$ cat src/rtl/spa_pkg.sv
// Package for the superpixel pixel assignment block: constants, payload and
// pipeline types. No dependencies.
package spa_pkg;

   // Image and cluster geometry
   localparam int IMAGE_WIDTH  = 512;
   localparam int IMAGE_HEIGHT = 512;
   localparam int MAX_CLUSTERS = 4096;
   localparam int STORE_DEPTH  = IMAGE_WIDTH * IMAGE_HEIGHT;
   localparam int ADDR_W       = $clog2(STORE_DEPTH);

   // Field widths
   localparam int ROW_W    = 9;
   localparam int CIDX_W   = 12;
   localparam int POS_W    = 13;
   localparam int LABEL_W  = 13;
   localparam int DIST_W   = 48;
   localparam int WEIGHT_W = 16;

   // Intermediate widths of the distance pipeline
   localparam int COLOUR_W  = 34;
   localparam int SPAT_W    = 27;
   localparam int PROD_W    = SPAT_W + WEIGHT_W;
   localparam int RAWDIST_W = PROD_W + 1;

   localparam logic [LABEL_W-1:0]  LABEL_NONE = LABEL_W'(4096);
   localparam logic [DIST_W-1:0]   DIST_MAX   = '1;
   localparam logic [WEIGHT_W-1:0] SPATIAL_WEIGHT_RESET = WEIGHT_W'(400);

   typedef struct packed {
      logic [8:0]         pixel_row;
      logic [8:0]         pixel_col;
      logic [14:0]        pixel_l;
      logic signed [15:0] pixel_a;
      logic signed [15:0] pixel_b;
      logic [11:0]        cluster_index;
      logic [14:0]        centre_l;
      logic signed [15:0] centre_a;
      logic signed [15:0] centre_b;
      logic [12:0]        centre_row;
      logic [12:0]        centre_col;
   } req_type;

   typedef struct packed {
      logic [12:0] label_now;
      logic [47:0] best_distance;
      logic        was_updated;
   } rsp_type;

   // One store entry
   typedef struct packed {
      logic [DIST_W-1:0]  distance;
      logic [LABEL_W-1:0] label;
   } entry_type;

   // Item handed from the distance pipeline to the store stage
   typedef struct packed {
      logic              valid;
      logic              in_image;
      logic              cidx_ok;
      logic [ADDR_W-1:0] addr;
      logic [CIDX_W-1:0] cidx;
      logic [DIST_W-1:0] distance;
   } item_type;

endpackage

$ cat src/rtl/spa_dist_pipe.sv
// Five-stage distance pipeline: differences, squares, sums, spatial weighting,
// final add. Depends on spa_pkg.
module spa_dist_pipe (
   input  logic                              clock,
   input  logic                              reset,
   input  logic                              adv,
   input  logic                              in_valid,
   input  spa_pkg::req_type                  in_data,
   input  logic [spa_pkg::WEIGHT_W-1:0]      spatial_weight,
   output spa_pkg::item_type                 item
);

   // Common item tag carried along the stages
   typedef struct packed {
      logic                       in_image;
      logic                       cidx_ok;
      logic [spa_pkg::ADDR_W-1:0] addr;
      logic [spa_pkg::CIDX_W-1:0] cidx;
   } tag_type;

   logic [4:0] valid_ff;
   tag_type    tag1_ff, tag2_ff, tag3_ff, tag4_ff, tag5_ff;
   tag_type    tag_in;

   // stage 1: absolute differences
   logic signed [15:0] dl;
   logic signed [16:0] da, db;
   logic signed [13:0] dr, dc;
   logic [14:0] al1_ff;
   logic [15:0] aa1_ff, ab1_ff;
   logic [12:0] ar1_ff, ac1_ff;
   // stage 2: squares
   logic [29:0] sl2_ff;
   logic [31:0] sa2_ff, sb2_ff;
   logic [25:0] sr2_ff, sc2_ff;
   // stage 3: sums
   logic [spa_pkg::COLOUR_W-1:0] col3_ff;
   logic [spa_pkg::SPAT_W-1:0]   spat3_ff;
   // stage 4: weighted spatial part
   logic [spa_pkg::COLOUR_W-1:0] col4_ff;
   logic [spa_pkg::PROD_W-1:0]   prod4_ff;
   // stage 5: distance
   logic [spa_pkg::RAWDIST_W-1:0] dist5_ff;

   always_comb begin
      dl = signed'({1'b0, in_data.pixel_l}) - signed'({1'b0, in_data.centre_l});
      da = 17'(in_data.pixel_a) - 17'(in_data.centre_a);
      db = 17'(in_data.pixel_b) - 17'(in_data.centre_b);
      dr = signed'({1'b0, in_data.pixel_row, 4'b0000}) - signed'({1'b0, in_data.centre_row});
      dc = signed'({1'b0, in_data.pixel_col, 4'b0000}) - signed'({1'b0, in_data.centre_col});

      tag_in.in_image = (32'(in_data.pixel_row) < spa_pkg::IMAGE_HEIGHT) &&
                        (32'(in_data.pixel_col) < spa_pkg::IMAGE_WIDTH);
      tag_in.cidx_ok  = 32'(in_data.cluster_index) < spa_pkg::MAX_CLUSTERS;
      tag_in.addr     = spa_pkg::ADDR_W'(in_data.pixel_row) *
                        spa_pkg::ADDR_W'(spa_pkg::IMAGE_WIDTH) +
                        spa_pkg::ADDR_W'(in_data.pixel_col);
      tag_in.cidx     = in_data.cluster_index;
   end

   always_ff @(posedge clock) begin
      if (reset) begin
         valid_ff <= '0;
      end else if (adv) begin
         valid_ff <= {valid_ff[3:0], in_valid};
      end
   end

   always_ff @(posedge clock) begin
      if (adv) begin
         al1_ff   <= dl[15] ? 15'(-dl) : dl[14:0];
         aa1_ff   <= da[16] ? 16'(-da) : da[15:0];
         ab1_ff   <= db[16] ? 16'(-db) : db[15:0];
         ar1_ff   <= dr[13] ? 13'(-dr) : dr[12:0];
         ac1_ff   <= dc[13] ? 13'(-dc) : dc[12:0];
         tag1_ff  <= tag_in;

         sl2_ff   <= al1_ff * al1_ff;
         sa2_ff   <= aa1_ff * aa1_ff;
         sb2_ff   <= ab1_ff * ab1_ff;
         sr2_ff   <= ar1_ff * ar1_ff;
         sc2_ff   <= ac1_ff * ac1_ff;
         tag2_ff  <= tag1_ff;

         col3_ff  <= spa_pkg::COLOUR_W'(sl2_ff) + spa_pkg::COLOUR_W'(sa2_ff) +
                     spa_pkg::COLOUR_W'(sb2_ff);
         spat3_ff <= spa_pkg::SPAT_W'(sr2_ff) + spa_pkg::SPAT_W'(sc2_ff);
         tag3_ff  <= tag2_ff;

         prod4_ff <= spa_pkg::PROD_W'(spat3_ff) * spa_pkg::PROD_W'(spatial_weight);
         col4_ff  <= col3_ff;
         tag4_ff  <= tag3_ff;

         // sum stays below 2^44, so no saturation is needed at 48 bits
         dist5_ff <= spa_pkg::RAWDIST_W'(col4_ff) + spa_pkg::RAWDIST_W'(prod4_ff);
         tag5_ff  <= tag4_ff;
      end
   end

   assign item.valid    = valid_ff[4];
   assign item.in_image = tag5_ff.in_image;
   assign item.cidx_ok  = tag5_ff.cidx_ok;
   assign item.addr     = tag5_ff.addr;
   assign item.cidx     = tag5_ff.cidx;
   assign item.distance = spa_pkg::DIST_W'(dist5_ff);

endmodule

$ cat config.mk
export PLATFORM = sky130hd
export DESIGN_NAME = spa_dist_pipe
export DESIGN_NICKNAME = d
export VERILOG_FILES = /design/src/rtl/spa_pkg.sv /design/src/rtl/spa_dist_pipe.sv
export SDC_FILE = /design/constraint.sdc
export NUM_CORES = 2
export LEC_CHECK = 0
export CORE_MARGIN = 4
export CORE_UTILIZATION = 30
export DETAILED_ROUTE_END_ITERATION = 16
export DONT_BUFFER_PORTS = 1
export SYNTH_ARGS = -nofsm -noshare
export SYNTH_HDL_FRONTEND = slang
export SYNTH_SLANG_ARGS = --single-unit
$ cat constraint.sdc
create_clock -name clock -period 8 [get_ports clock]
set_input_delay 1.6 -clock clock [delete_from_list [all_inputs] [get_ports clock]]
set_output_delay 1.6 -clock clock [all_outputs]
set_load 0.05 [all_outputs]
==> summary.md <==
| Metric | Value |
|---|---|
| Status | `finished, violations left` |
| Failing checks | `slew limit` |
| Final Hold Fails | `0` |
| ANT nets after route | `0` |
| Share of layout cells above drive strength 1 | `2.592%` |
| Clock Latency Late Sink | `0.70 ns` |
| Largest net degree at the start of global routing | `552` |
| Setup Fix Bufs, Post-CTS | `0` |
| Die extent in x | `487.4 um` |
| Syn Area/Cell | `10.24 sq um` |
| CP Max Fanout | `14` |
| Final Util | `32.69%` |
| Die Ht | `487.4 um` |
| Terminus of the critical flop-to-flop path | `sb2_ff[29]` |
| Simple-Gate Fraction of Synth Area | `11.61%` |
| Synth unique cells | `77` |
| Multiplexer share of the synthesized area | `0.2305%` |
| Crit Path Category | `reg -> reg` |
| Residual DRC count | `0` |
| First-pass GRT wire length | `258800 um` |
| Worst path arrival time | `7.70 ns` |
| F_max | `0.1378 GHz` |
| Startpoint types | `flip-flop` |
| Hold path startpoint | `col3_ff[10]` |
| Largest family of logic cells by synthesized area | `adder cells` |
| Max-cap violations | `0` |
| Yosys reg bits | `551` |
| Via/cell ratio | `4.637` |
| Global route overflow | `0` |
| Final TNS setup | `0 ns` |
| Initial Util | `30.25%` |
| Vias in the first global route | `48830` |
| Async set-reset flop share out of synthesis | `0%` |
| EDFF count, synth | `546` |
| Max Slew Vio Count | `268` |
| Post-synth top flop | `edfxtp_1` |
| Final GP Congestion | `0.8484` |
| Slew at the pin closest to its max-slew limit | `2.039 ns` |
| CTS tree | `built` |
| Fin crit period | `7.258 ns` |
| H-tree level count | `3` |
| # IOs | `251` |
| Via count | `45090` |
| Tcrit/Tclk final | `90.72%` |
| R2R Setup Slk | `0.74 ns` |
| Iteration-0 DRC Markers | `2183` |
| RSZ-0062 raised after global routing | `no` |
| GRT Overall Usage | `13.48%` |
| Adder-cell share of the synthesized area | `42.93%` |
| Root buf cell | `clkbuf_16` |
| Hold depth | `0` |
| Post-CTS Hold Fix Bufs | `0` |
| Layout Nets | `8570` |
| Slew HR | `-35.91%` |
| Critical Path Sink Type | `flip-flop` |
| Antenna violations before repair | `8` |
| Commonest non-fill, non-tap cells in the layout | `inv_1, fa_1, ha_1` |
| DRT Wirelength | `157600 um` |
| Hold EP | `col4_ff[10]` |
| Synth Area in Compound Gates | `7.593%` |
| Clock Path Buffers | `3` |
| PortBufs | `0` |
| Clock Skew | `0.03695 ns` |
| Core area | `227900 sq um` |
| Clock sink count | `551` |
| TritonRoute pass-1 iters | `5` |
| Layout area overhead | `8.087%` |
| Post-synthesis instance total | `6730` |
| Xor/xnor cell area share of the yosys netlist | `4.898%` |
| Cts bufs inserted | `71` |
| Final number of setup-violating endpoints | `0` |
| Num rows | `175` |
| Cts repair resizes | `0` |
| Die Area | `237500 sq um` |
| Routed wire per std cell | `16.20 um` |
| Hpwl dp | `127300 um` |
| YS warnings | `0` |
| Clock slew at reported path FFs | `0.06 ns` |
| Worst R2R Start | `ab1_ff[10]` |
| Register area share after synthesis | `23.93%` |
| Most common cell after layout, fill and taps aside | `inv_1` |
| CP Data Required Time | `8.44 ns` |
| Hold Crit Class | `reg -> reg` |
| Reg2reg path depth | `20` |
| Cell Area, Synth | `68940 sq um` |
==> worst max-delay path by stage <==
| stage | start | endpoint | slack (ns) | cells past startpoint |
|---|---|---|---|---|
| finish | ab1_ff[10] | sb2_ff[29] | 0.74 | 20 |
| global route | ab1_ff[10] | sb2_ff[27] | 0.29 | 19 |
| CTS | ab1_ff[10] | sb2_ff[27] | 0.76 | 19 |
| detailed placement | spatial_weight[4] | prod4_ff[37] | 0.30 | 21 |
| global placement | spatial_weight[4] | prod4_ff[37] | 0.28 | 21 |
| floorplan | spatial_weight[7] | prod4_ff[37] | 0.24 | 23 |
==> flip-flops by register name (all words and copies together), names as in the netlist, 31 cells and up <==
name,flops
col3_ff,34
col4_ff,34
dist5_ff,44
prod4_ff,43
sa2_ff,31
sb2_ff,31
==> critical path, stage by stage (launching register included) <==
cell,delay [ns]
edfxtp_1,0.75
inv_1,0.23
nor2_1,0.29
fa_1,0.47
fa_1,0.55
inv_1,0.05
fa_1,0.47
inv_1,0.05
fa_1,0.44
fa_1,0.51
fa_1,0.41
ha_1,0.36
a21o_1,0.22
a21o_1,0.19
a2111o_1,0.43
a211o_1,0.30
a211o_1,0.31
a2111oi_0,0.54
o31ai_1,0.16
a21oi_1,0.20
xnor2_1,0.08
==> cell families (layout without fill, tap and decap cells) <==
| group | count (synthesis) | count (layout) |
|---|---|---|
| and+or+nand+nor | 1619 | 1619 |
| muxes | 15 | 15 |
| DFF | 551 | 551 |
| adders and majority gates | 1740 | 1740 |
| other | 2 | 11 |
| xor gates and xnor gates | 384 | 384 |
| buffers and inverters | 1607 | 1584 |
| AOI/OAI and AO/OA | 812 | 812 |
==> layout make-up <==
class	count	area (sq um)
antenna	2	5.005
clock inverter	46	434.2
clock buffer	81	1836
multi-input combinational	4579	46410
tap	3009	3765
sequential	551	16500
fill	22960	153400
timing repair buffer	27	202.7
inverter	1430	5368
==> per-layer routing <==
| metal | global-route usage (%) | vias up | share of wire, % |
|---|---|---|---|
| li1 | - | 21250 | - |
| met1 | 17.66 | 22840 | 45 |
| met2 | 23.42 | 814 | 49 |
| met3 | 1.680 | 188 | 3.9 |
| met4 | 3.711 | 0 | 2.5 |
| met5 | 0 | - | 0 |
==> cell usage after synthesis (8+ instances only) <==
library cell,n,area [sq um]
nand4_1,20,125.1
o2111ai_1,8,70.07
a211o_1,9,78.83
a21o_1,125,938.4
and2_1,438,2740
edfxtp_1,546,16400
mux2i_1,8,80.08
nand2b_1,49,306.5
nor2b_1,48,300.3
clkbuf_1,168,630.6
o21a_1,41,307.8
xor2_1,123,1077
o31ai_1,18,135.1
nor2_1,219,822.0
nor3_1,64,320.3
or2_2,15,93.84
nand3_1,49,245.2
and4_1,8,70.07
xnor2_1,260,2277
a21oi_1,242,1211
o211ai_1,19,142.6
o31a_1,9,78.83
a211oi_1,40,300.3
a31oi_1,49,306.5
o21bai_1,46,345.3
fa_1,1043,20880
o21ai_0,131,655.6
or3_1,16,100.1
ha_1,697,8721
nand2_1,617,2316
and3_1,33,206.5
inv_1,1430,5368
==> stage by stage <==
stage / hold WS, ns / worst slack, ns / instance area (sq um) / instances
final: 0.3955 / 0.7421 / 74520 / 9725
after global routing: 0.3976 / 0.2920 / 74520 / 9724
after CTS: 0.3902 / 0.7606 / 74510 / 9723
after detailed placement: 0.4045 / 0.2999 / 72240 / 9596
after global placement: 0.4005 / 0.2825 / 72240 / 9596
after floorplan: 0.4003 / 0.2363 / 68970 / 6737
Power is not shown: default switching activity piles up to over one toggle a cycle in this logic, so the estimate is an artifact.
